**config.mk**
```make
export PLATFORM = sky130hd
export DESIGN_NAME = queued_pipelined_bus_master_top_flat
export DESIGN_NICKNAME = d
export VERILOG_FILES = /design/src/rtl/qpbm_pkg.sv /design/src/rtl/qpbm_ifs.sv /design/src/rtl/queued_pipelined_bus_master_top.sv /design/src/rtl/qpbm_fifo.sv /design/src/rtl/qpbm_skid.sv /design/src/flat_wrapper.sv
export VERILOG_INCLUDE_DIRS = /design/src /design/src/rtl
export SDC_FILE = /design/constraint.sdc
export NUM_CORES = 2
export LEC_CHECK = 0
export BUFFER_PORTS_ARGS = -buffer_cell sky130_fd_sc_hd__buf_2
export CORE_MARGIN = 1.5
export CORE_UTILIZATION = 30
export CTS_BUF_LIST = sky130_fd_sc_hd__clkbuf_8
export DETAILED_ROUTE_END_ITERATION = 6
export PLACE_DENSITY = 0.51
export SETUP_SLACK_MARGIN = 0.15
export SYNTH_ARGS = -nofsm -noshare
export SYNTH_HDL_FRONTEND = slang
export SYNTH_SLANG_ARGS = --single-unit
export TNS_END_PERCENT = 5
```
**constraint.sdc**
```tcl
create_clock -name clk -period 24.8 [get_ports clk]
set_clock_uncertainty 0.15 [all_clocks]
set_input_delay 2.48 -clock clk [delete_from_list [all_inputs] [get_ports clk]]
set_output_delay 2.48 -clock clk [all_outputs]
set_load 0.005 [all_outputs]
```
**src/rtl/queued_pipelined_bus_master_top_macros.svh**
```systemverilog
// ----------------------------------------------------------------------------
// Assertion macros for the queued pipelined bus master
// Shared assertion shorthands; they expect clk and rst_n in the using scope.
// ----------------------------------------------------------------------------
`ifndef QUEUED_PIPELINED_BUS_MASTER_TOP_MACROS_SVH
`define QUEUED_PIPELINED_BUS_MASTER_TOP_MACROS_SVH

// Same-cycle implication.
`define QPBM_ASSERT_IMP(lbl, ante, cons, msg) \
    lbl: assert property (@(posedge clk) disable iff (!rst_n) (ante) |-> (cons)) \
        else $error(msg);

// Next-cycle implication.
`define QPBM_ASSERT_NXT(lbl, ante, cons, msg) \
    lbl: assert property (@(posedge clk) disable iff (!rst_n) (ante) |=> (cons)) \
        else $error(msg);

`endif

```
**src/rtl/qpbm_pkg.sv**
```systemverilog
// ----------------------------------------------------------------------------
// qpbm_pkg
// Shared defaults and control/status types of the queued pipelined bus master.
// ----------------------------------------------------------------------------
package qpbm_pkg;

    localparam int DEF_ADDR_WIDTH    = 32;
    localparam int DEF_DATA_WIDTH    = 32;
    localparam int DEF_CMD_DEPTH     = 16;
    localparam int DEF_PENDING_DEPTH = 16;
    localparam int DEF_RX_DEPTH      = 16;
    localparam int DEF_FIFO_WIDTH    = 1;

    // Queue update request for one beat.
    typedef struct packed {
        logic push;
        logic pop;
    } fifo_ctl_t;

    // Output buffer status toward the control logic.
    typedef struct packed {
        logic room;      // fewer than two results held
        logic can_take;  // a result can be written at this edge
    } skid_stat_t;

endpackage

```
**src/rtl/qpbm_ifs.sv**
```systemverilog
// ----------------------------------------------------------------------------
// qpbm interfaces
// Valid/ready channels for the per-edge input beat and the result beat.
// ----------------------------------------------------------------------------
interface qpbm_item_if #(
    parameter int ADDR_WIDTH = qpbm_pkg::DEF_ADDR_WIDTH,
    parameter int DATA_WIDTH = qpbm_pkg::DEF_DATA_WIDTH
) ();
    logic                  valid;
    logic                  ready;
    logic                  cmd_valid;
    logic                  cmd_write;
    logic [ADDR_WIDTH-1:0] cmd_addr;
    logic [DATA_WIDTH-1:0] cmd_wdata;
    logic                  bus_ack;
    logic                  bus_stall;
    logic [DATA_WIDTH-1:0] bus_rdata;
    logic                  rx_pop;

    modport source (
        output valid, cmd_valid, cmd_write, cmd_addr, cmd_wdata,
               bus_ack, bus_stall, bus_rdata, rx_pop,
        input  ready
    );
    modport sink (
        input  valid, cmd_valid, cmd_write, cmd_addr, cmd_wdata,
               bus_ack, bus_stall, bus_rdata, rx_pop,
        output ready
    );
endinterface

interface qpbm_result_if #(
    parameter int ADDR_WIDTH = qpbm_pkg::DEF_ADDR_WIDTH,
    parameter int DATA_WIDTH = qpbm_pkg::DEF_DATA_WIDTH
) ();
    logic                  valid;
    logic                  ready;
    logic                  bus_cyc;
    logic                  bus_stb;
    logic                  bus_we;
    logic [ADDR_WIDTH-1:0] bus_addr;
    logic [DATA_WIDTH-1:0] bus_wdata;
    logic                  rx_valid;
    logic [DATA_WIDTH-1:0] rx_word;
    logic                  cmd_dropped;
    logic                  rx_dropped;

    modport source (
        output valid, bus_cyc, bus_stb, bus_we, bus_addr, bus_wdata,
               rx_valid, rx_word, cmd_dropped, rx_dropped,
        input  ready
    );
    modport sink (
        input  valid, bus_cyc, bus_stb, bus_we, bus_addr, bus_wdata,
               rx_valid, rx_word, cmd_dropped, rx_dropped,
        output ready
    );
endinterface

```
**src/rtl/queued_pipelined_bus_master_top.sv**
```systemverilog
// ----------------------------------------------------------------------------
// queued_pipelined_bus_master_top
// Pipelined bus master with command, outstanding-access and receive queues.
// ----------------------------------------------------------------------------
// Each input beat is one bus clock edge: it carries the slave response, an
// optional new command and an optional receive pop, and it produces exactly
// one result beat holding the bus outputs and queue status after that edge.
// One input beat is taken every clock cycle unless input stalls; the result
// is held in the state registers and then passes through a two-entry output
// buffer. Input stalls only when that buffer is full and a result is still
// waiting to enter it. The three queues live in synchronous memories with a
// registered read; each keeps its head entry prefetched in a register and
// forwards a write that lands on the entry being fetched, which is what
// allows a new beat in every cycle. The queue stores need no clearing after
// reset, so the block is ready at once.
module queued_pipelined_bus_master_top #(
    parameter int ADDR_WIDTH    = qpbm_pkg::DEF_ADDR_WIDTH,
    parameter int DATA_WIDTH    = qpbm_pkg::DEF_DATA_WIDTH,
    parameter int CMD_DEPTH     = qpbm_pkg::DEF_CMD_DEPTH,
    parameter int PENDING_DEPTH = qpbm_pkg::DEF_PENDING_DEPTH,
    parameter int RX_DEPTH      = qpbm_pkg::DEF_RX_DEPTH
) (
    input  logic           clk,
    input  logic           rst_n,
    qpbm_item_if.sink      item,
    qpbm_result_if.source  result
);

    `include "queued_pipelined_bus_master_top_macros.svh"

    localparam int CMD_CW  = $clog2(CMD_DEPTH + 1);
    localparam int PEND_CW = $clog2(PENDING_DEPTH + 1);
    localparam int RX_CW   = $clog2(RX_DEPTH + 1);

    typedef struct packed {
        logic                  we;
        logic [ADDR_WIDTH-1:0] addr;
        logic [DATA_WIDTH-1:0] wdata;
    } cmd_entry_t;

    typedef struct packed {
        logic                  bus_cyc;
        logic                  bus_stb;
        logic                  bus_we;
        logic [ADDR_WIDTH-1:0] bus_addr;
        logic [DATA_WIDTH-1:0] bus_wdata;
        logic                  rx_valid;
        logic [DATA_WIDTH-1:0] rx_word;
        logic                  cmd_dropped;
        logic                  rx_dropped;
    } res_t;

    // Bus and flag registers.
    logic                  cyc_reg, cyc_next;
    logic                  stb_reg, stb_next;
    logic                  we_reg, we_next;
    logic [ADDR_WIDTH-1:0] addr_reg, addr_next;
    logic [DATA_WIDTH-1:0] wdata_reg, wdata_next;
    logic                  cmd_drop_reg, cmd_drop_next;
    logic                  rx_drop_reg, rx_drop_next;
    logic                  res_pending_reg, res_pending_next;

    // Queue side.
    qpbm_pkg::fifo_ctl_t   cmd_ctl, pend_ctl, rx_ctl;
    cmd_entry_t            cmd_push_word, cmd_head_word;
    logic [CMD_CW-1:0]     cmd_count;
    logic [PEND_CW-1:0]    pend_count, pend_cnt_a, pend_cnt_c;
    logic [0:0]            pend_push_kind, pend_head_kind;
    logic [RX_CW-1:0]      rx_count;
    logic [DATA_WIDTH-1:0] rx_head_word;

    // Per-beat decisions.
    logic                  item_acc;
    logic                  in_ready;
    logic                  rx_pop_eff;
    logic                  accept_stb;
    logic                  stb_a, stb_b, cyc_b;
    logic                  issue;
    logic                  ack_take;
    logic                  head_is_write;
    logic                  is_read;
    logic                  rx_full_after_pop;
    logic                  rx_push, rx_drop;
    logic                  cmd_push, cmd_drop;

    // Result path.
    qpbm_pkg::skid_stat_t  skid_stat;
    logic                  res_cap;
    res_t                  res_word, res_out;

    assign item_acc   = item.valid && in_ready;
    assign item.ready = in_ready;

    always_comb
    begin
        rx_pop_eff = item.rx_pop && (rx_count != '0);

        // Strobe taken by the slave: it becomes outstanding.
        accept_stb = cyc_reg && stb_reg && !item.bus_stall
                     && (pend_count != PEND_CW'(PENDING_DEPTH));
        pend_cnt_a = pend_count + PEND_CW'(accept_stb);
        stb_a      = stb_reg && !accept_stb;

        issue = !stb_a && (cmd_count != '0) && (pend_cnt_a < PEND_CW'(PENDING_DEPTH));
        cyc_b = cyc_reg || issue;
        stb_b = stb_a || issue;

        // With nothing queued before, an acknowledge retires the access that
        // was accepted at this same edge.
        ack_take      = cyc_b && item.bus_ack && (pend_cnt_a != '0);
        head_is_write = (pend_count == '0) ? we_reg : pend_head_kind[0];
        is_read       = ack_take && !head_is_write;
        pend_cnt_c    = pend_cnt_a - PEND_CW'(ack_take);

        rx_full_after_pop = (rx_count == RX_CW'(RX_DEPTH)) && !rx_pop_eff;
        rx_push = is_read && !rx_full_after_pop;
        rx_drop = is_read && rx_full_after_pop;

        // The issued command frees its slot before the new one is appended.
        cmd_push = item.cmd_valid && ((cmd_count != CMD_CW'(CMD_DEPTH)) || issue);
        cmd_drop = item.cmd_valid && !cmd_push;

        cmd_push_word.we    = item.cmd_write;
        cmd_push_word.addr  = item.cmd_addr;
        cmd_push_word.wdata = item.cmd_write ? item.cmd_wdata : '0;
        pend_push_kind      = we_reg;

        cmd_ctl.push  = item_acc && cmd_push;
        cmd_ctl.pop   = item_acc && issue;
        pend_ctl.push = item_acc && accept_stb;
        pend_ctl.pop  = item_acc && ack_take;
        rx_ctl.push   = item_acc && rx_push;
        rx_ctl.pop    = item_acc && rx_pop_eff;

        cyc_next      = cyc_reg;
        stb_next      = stb_reg;
        we_next       = we_reg;
        addr_next     = addr_reg;
        wdata_next    = wdata_reg;
        cmd_drop_next = cmd_drop_reg;
        rx_drop_next  = rx_drop_reg;
        if (item_acc)
        begin
            cyc_next      = cyc_b && !((pend_cnt_c == '0) && !stb_b);
            stb_next      = stb_b;
            cmd_drop_next = cmd_drop;
            rx_drop_next  = rx_drop;
            if (issue)
            begin
                we_next    = cmd_head_word.we;
                addr_next  = cmd_head_word.addr;
                wdata_next = cmd_head_word.wdata;
            end
            else if (accept_stb)
            begin
                we_next = 1'b0;
            end
        end

        // The result of the last beat sits in the state until it moves into
        // the output buffer; a new beat is taken only if it can move now.
        in_ready         = !res_pending_reg || skid_stat.room;
        res_cap          = res_pending_reg && skid_stat.can_take;
        res_pending_next = item_acc || (res_pending_reg && !res_cap);
    end

    always_ff @(posedge clk or negedge rst_n)
    begin
        if (!rst_n)
        begin
            cyc_reg         <= 1'b0;
            stb_reg         <= 1'b0;
            we_reg          <= 1'b0;
            addr_reg        <= '0;
            wdata_reg       <= '0;
            cmd_drop_reg    <= 1'b0;
            rx_drop_reg     <= 1'b0;
            res_pending_reg <= 1'b0;
        end
        else
        begin
            cyc_reg         <= cyc_next;
            stb_reg         <= stb_next;
            we_reg          <= we_next;
            addr_reg        <= addr_next;
            wdata_reg       <= wdata_next;
            cmd_drop_reg    <= cmd_drop_next;
            rx_drop_reg     <= rx_drop_next;
            res_pending_reg <= res_pending_next;
        end
    end

    qpbm_fifo #(
        .WIDTH ($bits(cmd_entry_t)),
        .DEPTH (CMD_DEPTH)
    ) u_cmd_q (
        .clk       (clk),
        .rst_n     (rst_n),
        .ctl       (cmd_ctl),
        .push_data (cmd_push_word),
        .count     (cmd_count),
        .head_data (cmd_head_word)
    );

    qpbm_fifo #(
        .WIDTH (1),
        .DEPTH (PENDING_DEPTH)
    ) u_pend_q (
        .clk       (clk),
        .rst_n     (rst_n),
        .ctl       (pend_ctl),
        .push_data (pend_push_kind),
        .count     (pend_count),
        .head_data (pend_head_kind)
    );

    qpbm_fifo #(
        .WIDTH (DATA_WIDTH),
        .DEPTH (RX_DEPTH)
    ) u_rx_q (
        .clk       (clk),
        .rst_n     (rst_n),
        .ctl       (rx_ctl),
        .push_data (item.bus_rdata),
        .count     (rx_count),
        .head_data (rx_head_word)
    );

    always_comb
    begin
        res_word.bus_cyc     = cyc_reg;
        res_word.bus_stb     = stb_reg;
        res_word.bus_we      = stb_reg && we_reg;
        res_word.bus_addr    = stb_reg ? addr_reg : '0;
        res_word.bus_wdata   = stb_reg ? wdata_reg : '0;
        res_word.rx_valid    = (rx_count != '0);
        res_word.rx_word     = (rx_count != '0) ? rx_head_word : '0;
        res_word.cmd_dropped = cmd_drop_reg;
        res_word.rx_dropped  = rx_drop_reg;
    end

    qpbm_skid #(
        .WIDTH ($bits(res_t))
    ) u_skid (
        .clk       (clk),
        .rst_n     (rst_n),
        .push      (res_cap),
        .push_data (res_word),
        .stat      (skid_stat),
        .out_valid (result.valid),
        .out_ready (result.ready),
        .out_data  (res_out)
    );

    assign result.bus_cyc     = res_out.bus_cyc;
    assign result.bus_stb     = res_out.bus_stb;
    assign result.bus_we      = res_out.bus_we;
    assign result.bus_addr    = res_out.bus_addr;
    assign result.bus_wdata   = res_out.bus_wdata;
    assign result.rx_valid    = res_out.rx_valid;
    assign result.rx_word     = res_out.rx_word;
    assign result.cmd_dropped = res_out.cmd_dropped;
    assign result.rx_dropped  = res_out.rx_dropped;

    `QPBM_ASSERT_IMP(a_idle_bus_empty, !cyc_reg, (pend_count == '0) && !stb_reg,
        "bus cycle ended with accesses outstanding or a strobe presented")

    `QPBM_ASSERT_IMP(a_result_not_lost, item_acc && res_pending_reg, res_cap,
        "new beat taken while the previous result could not be buffered")

    `QPBM_ASSERT_NXT(a_read_stored, item_acc && rx_push, rx_count != '0,
        "acknowledged read word missing from the receive queue")

endmodule

```
**src/rtl/qpbm_fifo.sv**
```systemverilog
// ----------------------------------------------------------------------------
// qpbm_fifo
// Circular queue in a synchronous memory with a prefetched, registered head.
// ----------------------------------------------------------------------------
module qpbm_fifo #(
    parameter int WIDTH = qpbm_pkg::DEF_FIFO_WIDTH,
    parameter int DEPTH = qpbm_pkg::DEF_CMD_DEPTH
) (
    input  logic                       clk,
    input  logic                       rst_n,
    input  qpbm_pkg::fifo_ctl_t        ctl,
    input  logic [WIDTH-1:0]           push_data,
    output logic [$clog2(DEPTH+1)-1:0] count,
    output logic [WIDTH-1:0]           head_data
);

    localparam int PW = (DEPTH > 1) ? $clog2(DEPTH) : 1;
    localparam int CW = $clog2(DEPTH + 1);

    logic [WIDTH-1:0] mem [DEPTH];

    logic [PW-1:0]    head_reg, head_next;
    logic [PW-1:0]    tail_reg, tail_next;
    logic [CW-1:0]    count_reg, count_next;
    logic [WIDTH-1:0] head_data_reg;

    function automatic logic [PW-1:0] wrap_inc(input logic [PW-1:0] ptr);
        wrap_inc = (ptr == PW'(DEPTH - 1)) ? '0 : ptr + PW'(1);
    endfunction

    always_comb
    begin
        head_next  = ctl.pop  ? wrap_inc(head_reg) : head_reg;
        tail_next  = ctl.push ? wrap_inc(tail_reg) : tail_reg;
        count_next = count_reg + CW'(ctl.push) - CW'(ctl.pop);
    end

    always_ff @(posedge clk or negedge rst_n)
    begin
        if (!rst_n)
        begin
            head_reg  <= '0;
            tail_reg  <= '0;
            count_reg <= '0;
        end
        else
        begin
            head_reg  <= head_next;
            tail_reg  <= tail_next;
            count_reg <= count_next;
        end
    end

    // The read port always fetches the entry that will be the head after this
    // edge; a write to that same entry is forwarded past the memory.
    always_ff @(posedge clk)
    begin
        if (ctl.push)
        begin
            mem[tail_reg] <= push_data;
        end
        if (ctl.push && (tail_reg == head_next))
        begin
            head_data_reg <= push_data;
        end
        else
        begin
            head_data_reg <= mem[head_next];
        end
    end

    assign count     = count_reg;
    assign head_data = head_data_reg;

endmodule

```
**src/rtl/qpbm_skid.sv**
```systemverilog
// ----------------------------------------------------------------------------
// qpbm_skid
// Two-entry result buffer that decouples result beats from input beats.
// ----------------------------------------------------------------------------
module qpbm_skid #(
    parameter int WIDTH = qpbm_pkg::DEF_FIFO_WIDTH
) (
    input  logic                   clk,
    input  logic                   rst_n,
    input  logic                   push,
    input  logic [WIDTH-1:0]       push_data,
    output qpbm_pkg::skid_stat_t   stat,
    output logic                   out_valid,
    input  logic                   out_ready,
    output logic [WIDTH-1:0]       out_data
);

    logic [1:0]       cnt_reg, cnt_next;
    logic [WIDTH-1:0] slot0_reg;
    logic [WIDTH-1:0] slot1_reg;
    logic             pop;

    assign pop           = out_valid && out_ready;
    assign out_valid     = (cnt_reg != 2'd0);
    assign out_data      = slot0_reg;
    assign stat.room     = (cnt_reg != 2'd2);
    assign stat.can_take = (cnt_reg != 2'd2) || pop;

    always_comb
    begin
        cnt_next = cnt_reg + 2'(push) - 2'(pop);
    end

    always_ff @(posedge clk or negedge rst_n)
    begin
        if (!rst_n)
        begin
            cnt_reg <= 2'd0;
        end
        else
        begin
            cnt_reg <= cnt_next;
        end
    end

    always_ff @(posedge clk)
    begin
        unique case ({push, pop})
            2'b01:
            begin
                slot0_reg <= slot1_reg;
            end
            2'b10:
            begin
                if (cnt_reg == 2'd0)
                begin
                    slot0_reg <= push_data;
                end
                else
                begin
                    slot1_reg <= push_data;
                end
            end
            2'b11:
            begin
                if (cnt_reg == 2'd1)
                begin
                    slot0_reg <= push_data;
                end
                else
                begin
                    slot0_reg <= slot1_reg;
                    slot1_reg <= push_data;
                end
            end
            default:
            begin
                slot0_reg <= slot0_reg;
            end
        endcase
    end

endmodule

```
**src/flat_wrapper.sv**
```systemverilog
// flat-port wrapper written by rule: the top's interface ports become plain ports
module queued_pipelined_bus_master_top_flat 
#(
    parameter int ADDR_WIDTH    = qpbm_pkg::DEF_ADDR_WIDTH,
    parameter int DATA_WIDTH    = qpbm_pkg::DEF_DATA_WIDTH,
    parameter int CMD_DEPTH     = qpbm_pkg::DEF_CMD_DEPTH,
    parameter int PENDING_DEPTH = qpbm_pkg::DEF_PENDING_DEPTH,
    parameter int RX_DEPTH      = qpbm_pkg::DEF_RX_DEPTH
)
  (clk, rst_n, item_valid, item_cmd_valid, item_cmd_write, item_cmd_addr, item_cmd_wdata, item_bus_ack, item_bus_stall, item_bus_rdata, item_rx_pop, item_ready, result_valid, result_bus_cyc, result_bus_stb, result_bus_we, result_bus_addr, result_bus_wdata, result_rx_valid, result_rx_word, result_cmd_dropped, result_rx_dropped, result_ready);
  qpbm_item_if #(.ADDR_WIDTH(ADDR_WIDTH), .DATA_WIDTH(DATA_WIDTH)) item_i ();
  qpbm_result_if #(.ADDR_WIDTH(ADDR_WIDTH), .DATA_WIDTH(DATA_WIDTH)) result_i ();
  input  logic clk;
  input  logic rst_n;
  input wire logic [$bits(item_i.valid)-1:0] item_valid;
  input wire logic [$bits(item_i.cmd_valid)-1:0] item_cmd_valid;
  input wire logic [$bits(item_i.cmd_write)-1:0] item_cmd_write;
  input wire logic [$bits(item_i.cmd_addr)-1:0] item_cmd_addr;
  input wire logic [$bits(item_i.cmd_wdata)-1:0] item_cmd_wdata;
  input wire logic [$bits(item_i.bus_ack)-1:0] item_bus_ack;
  input wire logic [$bits(item_i.bus_stall)-1:0] item_bus_stall;
  input wire logic [$bits(item_i.bus_rdata)-1:0] item_bus_rdata;
  input wire logic [$bits(item_i.rx_pop)-1:0] item_rx_pop;
  output wire logic [$bits(item_i.ready)-1:0] item_ready;
  output wire logic [$bits(result_i.valid)-1:0] result_valid;
  output wire logic [$bits(result_i.bus_cyc)-1:0] result_bus_cyc;
  output wire logic [$bits(result_i.bus_stb)-1:0] result_bus_stb;
  output wire logic [$bits(result_i.bus_we)-1:0] result_bus_we;
  output wire logic [$bits(result_i.bus_addr)-1:0] result_bus_addr;
  output wire logic [$bits(result_i.bus_wdata)-1:0] result_bus_wdata;
  output wire logic [$bits(result_i.rx_valid)-1:0] result_rx_valid;
  output wire logic [$bits(result_i.rx_word)-1:0] result_rx_word;
  output wire logic [$bits(result_i.cmd_dropped)-1:0] result_cmd_dropped;
  output wire logic [$bits(result_i.rx_dropped)-1:0] result_rx_dropped;
  input wire logic [$bits(result_i.ready)-1:0] result_ready;
  assign item_i.valid = item_valid;
  assign item_i.cmd_valid = item_cmd_valid;
  assign item_i.cmd_write = item_cmd_write;
  assign item_i.cmd_addr = item_cmd_addr;
  assign item_i.cmd_wdata = item_cmd_wdata;
  assign item_i.bus_ack = item_bus_ack;
  assign item_i.bus_stall = item_bus_stall;
  assign item_i.bus_rdata = item_bus_rdata;
  assign item_i.rx_pop = item_rx_pop;
  assign item_ready = item_i.ready;
  assign result_valid = result_i.valid;
  assign result_bus_cyc = result_i.bus_cyc;
  assign result_bus_stb = result_i.bus_stb;
  assign result_bus_we = result_i.bus_we;
  assign result_bus_addr = result_i.bus_addr;
  assign result_bus_wdata = result_i.bus_wdata;
  assign result_rx_valid = result_i.rx_valid;
  assign result_rx_word = result_i.rx_word;
  assign result_cmd_dropped = result_i.cmd_dropped;
  assign result_rx_dropped = result_i.rx_dropped;
  assign result_i.ready = result_ready;
  queued_pipelined_bus_master_top #(.ADDR_WIDTH(ADDR_WIDTH), .DATA_WIDTH(DATA_WIDTH), .CMD_DEPTH(CMD_DEPTH), .PENDING_DEPTH(PENDING_DEPTH), .RX_DEPTH(RX_DEPTH)) u_core (.clk(clk), .rst_n(rst_n), .item(item_i), .result(result_i));
endmodule
```
==> Implementation_results.wiki <==
{| class="wikitable"
! Metric !! Value
|-
| CTS H-Tree Depth || 5
|-
| Fraction of power spent switching nets || a little over a quarter
|-
| Worst setup path category || in2reg
|-
| Cells traversed along the worst timing path || buf_2 -> nor4_1 -> ha_1 -> ha_1 -> a21boi_1 -> o311ai_0 -> nor2b_1 -> nand2_1 -> nor3_2 -> buf_4 -> buf_4
|-
| Slowest stage delay, CP || 0.82 ns
|-
| Count of unique library cells instantiated by Yosys || 58
|-
| Wire length of the first global-routing pass || roughly 250,000 um
|-
| Buffers & Inverters on Critical Path || 3
|-
| Final wirelength || 174,000 um
|-
| Fin crit period || a little over 6 ns
|-
| Net Count, Synth || 3,307
|-
| Switching pwr || 0.00201 W
|-
| Finish-stage setup viols || 0
|-
| Registers with the highest flip-flop counts || u_core.u_cmd_q.mem x1040, u_core.u_rx_q.mem x512
|-
| Maximum fanout along the worst path || 35
|-
| Final Net Count || 3,759
|-
| DP Worst Slack || about 18 ns
|-
| Post-detailed-placement half-perimeter wirelength || around 98,000 um
|-
| Yosys synthesis warning count || 0
|-
| Number of gates resized after cts || 0
|-
| Layout Cell Area excl Fill || between 80,000 and 90,000 sq um
|-
| Final hold violation count || 0
|-
| Antenna violations before repair || 40
|-
| Total count of max-transition violations in the final report || 0
|-
| Power density over cell area || 92.0 nW/um^2
|-
| Launching element type of the critical path || primary input
|-
| Number of sinks handled by clock tree synthesis || approximately 1,900
|-
| Dominant synthesized flop cell || sky130_fd_sc_hd__edfxtp_1
|-
| Top achievable clock speed || 163 MHz
|-
| Worst hold-check path type || reg2reg
|-
| Min setup slack post-route || 18.65 ns
|-
| Crit path arrival time || 6.55 ns
|-
| Number of top-level design ports || 209
|-
| Pin count of the biggest net entering global routing || 71
|-
| Setup repair after global routing missed its margin || no
|-
| CTS tree || done
|-
| Standby leakage power || 27.2 nW
|-
| Portion of the post-synthesis area used by sequential elements || 77.5%
|-
| Synthesized area per cell || approximately 23 sq um
|-
| Worst ir drop on vdd || 57.5 uV
|-
| Global-route usage over all layers || between 10% and 20%
|-
| Status || finished clean
|-
| Post-route DRC || 0
|-
| Overall power of the completed layout || 0.00768 W
|-
| Number of synthesized flops with an enable pin || 1,772
|-
| Drt pass-1 iters || 5
|-
| Number of hold-repair buffers added at the cts stage || 0
|-
| Antenna violation net count after detailed routing || 0
|-
| Endpoint class of the critical path || flip-flop
|-
| Top register by number of flip-flops || u_core.u_cmd_q.mem
|-
| Total core area || between 200,000 and 250,000 sq um
|-
| Worst slew slack as a fraction of its limit || between 20 and 25%
|-
| Count of buffers from port buffering || approximately 210
|-
| Share of the clock period used by the worst path || 24.8%
|-
| Share of synthesized flip-flops with an asynchronous set or reset || 5.86%
|-
| Setup TNS Final || 0 ns
|-
| Initial Util || 30.1%
|-
| Number of global-route vias before repair || 35,800
|-
| Proportion of power drawn by the clock network || between 30% and 40%
|-
| Register clock-pin slew on the reported worst setup and hold paths || around 0.060 ns
|-
| Required time at the endpoint of the critical path || 25.20 ns
|-
| Die Span X || 495 um
|-
| Via-to-Cell Ratio || 4.77
|-
| Transition time of the tightest slew-check pin || 1.16 ns
|-
| Weighted congestion reported at the end of routability-driven placement || 0.732
|-
| Number of flip-flops in the largest register || between 1,000 and 1,500
|-
| Overflow left after global routing || 0
|-
| Instance area at placement || 77,600 sq um
|-
| Share of total power in combinational logic || 15.2%
|-
| Setup repair bufs after CTS || 0
|-
| CTS Buf Count || 330
|-
| Vert. Die Dim || 495 um
|-
| Cell Rows || 180
|-
| Number of buffers on the longest clock path || 4
|-
| Internal Power || ~0.0057 W
|-
| Area added between synthesis and finish || 15.1%
|-
| Number of synthesized register bits || 1,895
|-
| Root Buffer Master || sky130_fd_sc_hd__clkbuf_8
|-
| Gate Count Post-Synth || 3,159
|-
| Layout cells sized above 1 || 32.8%
|-
| Number of maximum-capacitance violations || 0
|-
| Share of total power in sequential cells || 51.0%
|-
| Initial detailed-routing violation count || 2,385
|-
| Source-to-sink clock delay at the later pin of the worst-skew pair || ~1 ns
|-
| Delay-heaviest family, CP || simple AND/OR/NAND/NOR gates
|-
| Netlist Area Pre-Place || 72,500 sq um
|-
| Area of the die || 245,000 sq um
|-
| Overall via count from detail_route || 33,600
|-
| Per-cell routed wire length || 24.7 um
|-
| Highest-delay cell along the critical path || sky130_fd_sc_hd__nor2b_1
|}
[layout make-up]
class | instances | area, sq um
diodes | 10 | 25.0
clock buffers | 346 | 4760
clock inverters | 220 | 1090
fillers | 22400 | 157000
inverters | 43 | 166
multi-input cells | 1062 | 15600
flip-flops and latches | 1895 | 56300
well taps | 3185 | 3990
repair buffers | 279 | 1580
[power groups by stage]
stage / Combinational, W / Clock, W / Sequential, W
2_1_floorplan: 0.000731 / 0 / 0.00398
3_3_place_gp: 0.00119 / 0 / 0.00399
3_5_place_dp: 0.00120 / 0 / 0.00399
4_1_cts: 0.00120 / 0.00268 / 0.00393
5_1_grt: 0.00127 / 0.00281 / 0.00394
6_report: 0.00117 / 0.00260 / 0.00392
[layout by cell type, fill, tap and decap left out, types with 10 or more instances in the layout]
master	count
sky130_fd_sc_hd__buf_4	71
sky130_fd_sc_hd__and2_1	114
sky130_fd_sc_hd__clkinv_1	68
sky130_fd_sc_hd__nor2_4	21
sky130_fd_sc_hd__a21o_1	11
sky130_fd_sc_hd__a22o_1	101
sky130_fd_sc_hd__ha_1	40
sky130_fd_sc_hd__xnor2_1	20
sky130_fd_sc_hd__clkinv_2	19
sky130_fd_sc_hd__edfxtp_1	1772
sky130_fd_sc_hd__dfrtp_1	110
sky130_fd_sc_hd__a21oi_1	13
sky130_fd_sc_hd__o21ai_0	11
sky130_fd_sc_hd__nor2b_1	34
sky130_fd_sc_hd__diode_2	10
sky130_fd_sc_hd__nor2_1	13
sky130_fd_sc_hd__mux2_2	67
sky130_fd_sc_hd__nand2_1	32
sky130_fd_sc_hd__nand3_1	11
sky130_fd_sc_hd__clkbuf_8	346
sky130_fd_sc_hd__inv_1	159
sky130_fd_sc_hd__mux4_2	486
sky130_fd_sc_hd__buf_2	207
[cell usage after synthesis (3+ instances only)]
| library cell | instances | area (sq um) |
|---|---|---|
| sky130_fd_sc_hd__edfxtp_1 | 1772 | 53200 |
| sky130_fd_sc_hd__mux4_2 | 486 | 10900 |
| sky130_fd_sc_hd__and2_1 | 120 | 751 |
| sky130_fd_sc_hd__dfrtp_1 | 111 | 2780 |
| sky130_fd_sc_hd__a22o_1 | 101 | 885 |
| sky130_fd_sc_hd__clkbuf_1 | 93 | 349 |
| sky130_fd_sc_hd__mux2_2 | 67 | 754 |
| sky130_fd_sc_hd__inv_1 | 42 | 158 |
| sky130_fd_sc_hd__ha_1 | 40 | 500 |
| sky130_fd_sc_hd__buf_2 | 36 | 180 |
| sky130_fd_sc_hd__nor2b_1 | 35 | 219 |
| sky130_fd_sc_hd__nor2_1 | 34 | 128 |
| sky130_fd_sc_hd__nand2_1 | 32 | 120 |
| sky130_fd_sc_hd__xnor2_1 | 20 | 175 |
| sky130_fd_sc_hd__a21oi_1 | 13 | 65.1 |
| sky130_fd_sc_hd__buf_1 | 13 | 48.8 |
| sky130_fd_sc_hd__dfxtp_1 | 12 | 240 |
| sky130_fd_sc_hd__o21ai_0 | 12 | 60.1 |
| sky130_fd_sc_hd__a21o_1 | 11 | 82.6 |
| sky130_fd_sc_hd__nand3_1 | 11 | 55.1 |
| sky130_fd_sc_hd__nor3_1 | 11 | 55.1 |
| sky130_fd_sc_hd__buf_4 | 10 | 75.1 |
| sky130_fd_sc_hd__mux2i_1 | 6 | 60.1 |
| sky130_fd_sc_hd__nand2b_1 | 6 | 37.5 |
| sky130_fd_sc_hd__nor3b_1 | 6 | 45.0 |
| sky130_fd_sc_hd__a31oi_1 | 4 | 25.0 |
| sky130_fd_sc_hd__a32o_1 | 4 | 40.0 |
| sky130_fd_sc_hd__and3_1 | 4 | 25.0 |
| sky130_fd_sc_hd__buf_6 | 4 | 45.0 |
| sky130_fd_sc_hd__fa_1 | 3 | 60.1 |
| sky130_fd_sc_hd__nand4_1 | 3 | 18.8 |
| sky130_fd_sc_hd__xor2_1 | 3 | 26.3 |
[routing by layer]
metal | global-route usage (%) | up-vias | share of wire [%]
li1 | - | 14200 | -
met2 | 23.3 | 975 | 49
met4 | 3.98 | 12 | 2.2
met3 | 3.01 | 299 | 5.5
met1 | 18.9 | 18100 | 43
met5 | 0 | - | 0.043
[cells by family (layout without fill, tap and decap cells)]
kind of cell | after synthesis | in the layout | share of synthesized area, %
AO/OA/AOI/OAI | 161 | 161 | 1.77
XOR/XNOR | 23 | 23 | 0.278
adder cells (fa/ha/maj) | 43 | 43 | 0.773
buffers and inverters | 202 | 888 | 1.26
flip-flops | 1895 | 1895 | 77.5
multiplexers | 560 | 560 | 16.2
other | 0 | 10 | 0
AND/OR/NAND/NOR | 275 | 275 | 2.15
[worst reg2reg max path: stages, from the launching register on]
cell                       delay, ns
sky130_fd_sc_hd__dfrtp_1        0.47
sky130_fd_sc_hd__inv_1          0.12
sky130_fd_sc_hd__ha_1           0.16
sky130_fd_sc_hd__nor4bb_1       0.53
sky130_fd_sc_hd__nor4_1         0.11
sky130_fd_sc_hd__ha_1           0.23
sky130_fd_sc_hd__ha_1           0.25
sky130_fd_sc_hd__and3b_1        0.22
sky130_fd_sc_hd__o311ai_0       0.39
sky130_fd_sc_hd__nor2b_1        0.82
sky130_fd_sc_hd__nand2_1        0.41
sky130_fd_sc_hd__nor3_2         0.21
sky130_fd_sc_hd__buf_4          0.47
sky130_fd_sc_hd__buf_4          0.73
[final timing paths]
path / startpoint / to / slack, ns / depth (start not counted)
max: item_bus_stall / u_core.u_cmd_q.mem[3][52] / 18.65 / 11
max reg2reg: u_core.u_pend_q.count[2] / u_core.u_cmd_q.mem[3][52] / 19.10 / 13
min in group asynchronous: rst_n / u_core.wdata_reg[23] / 1.40 / 1
min: u_core.cmd_drop_reg / u_core.u_skid.slot1_reg[1] / 0.34 / 0
min reg2reg: u_core.cmd_drop_reg / u_core.u_skid.slot1_reg[1] / 0.34 / 0
max in group asynchronous: rst_n / u_core.stb_reg / 21.73 / 2
[metrics by stage]
| stage | hold slack [ns] | utilization, % | cells |
|---|---|---|---|
| 2_1_floorplan | 0.297 | - | 3159 |
| 3_3_place_gp | 0.332 | 32.3 | 6464 |
| 3_5_place_dp | 0.334 | 32.3 | 6464 |
| 4_1_cts | 0.346 | 34.7 | 7030 |
| 5_1_grt | 0.359 | 34.7 | 7035 |
| 6_report | 0.342 | 34.7 | 7040 |
No activity file was read; power rests on OpenSTA's default activity.
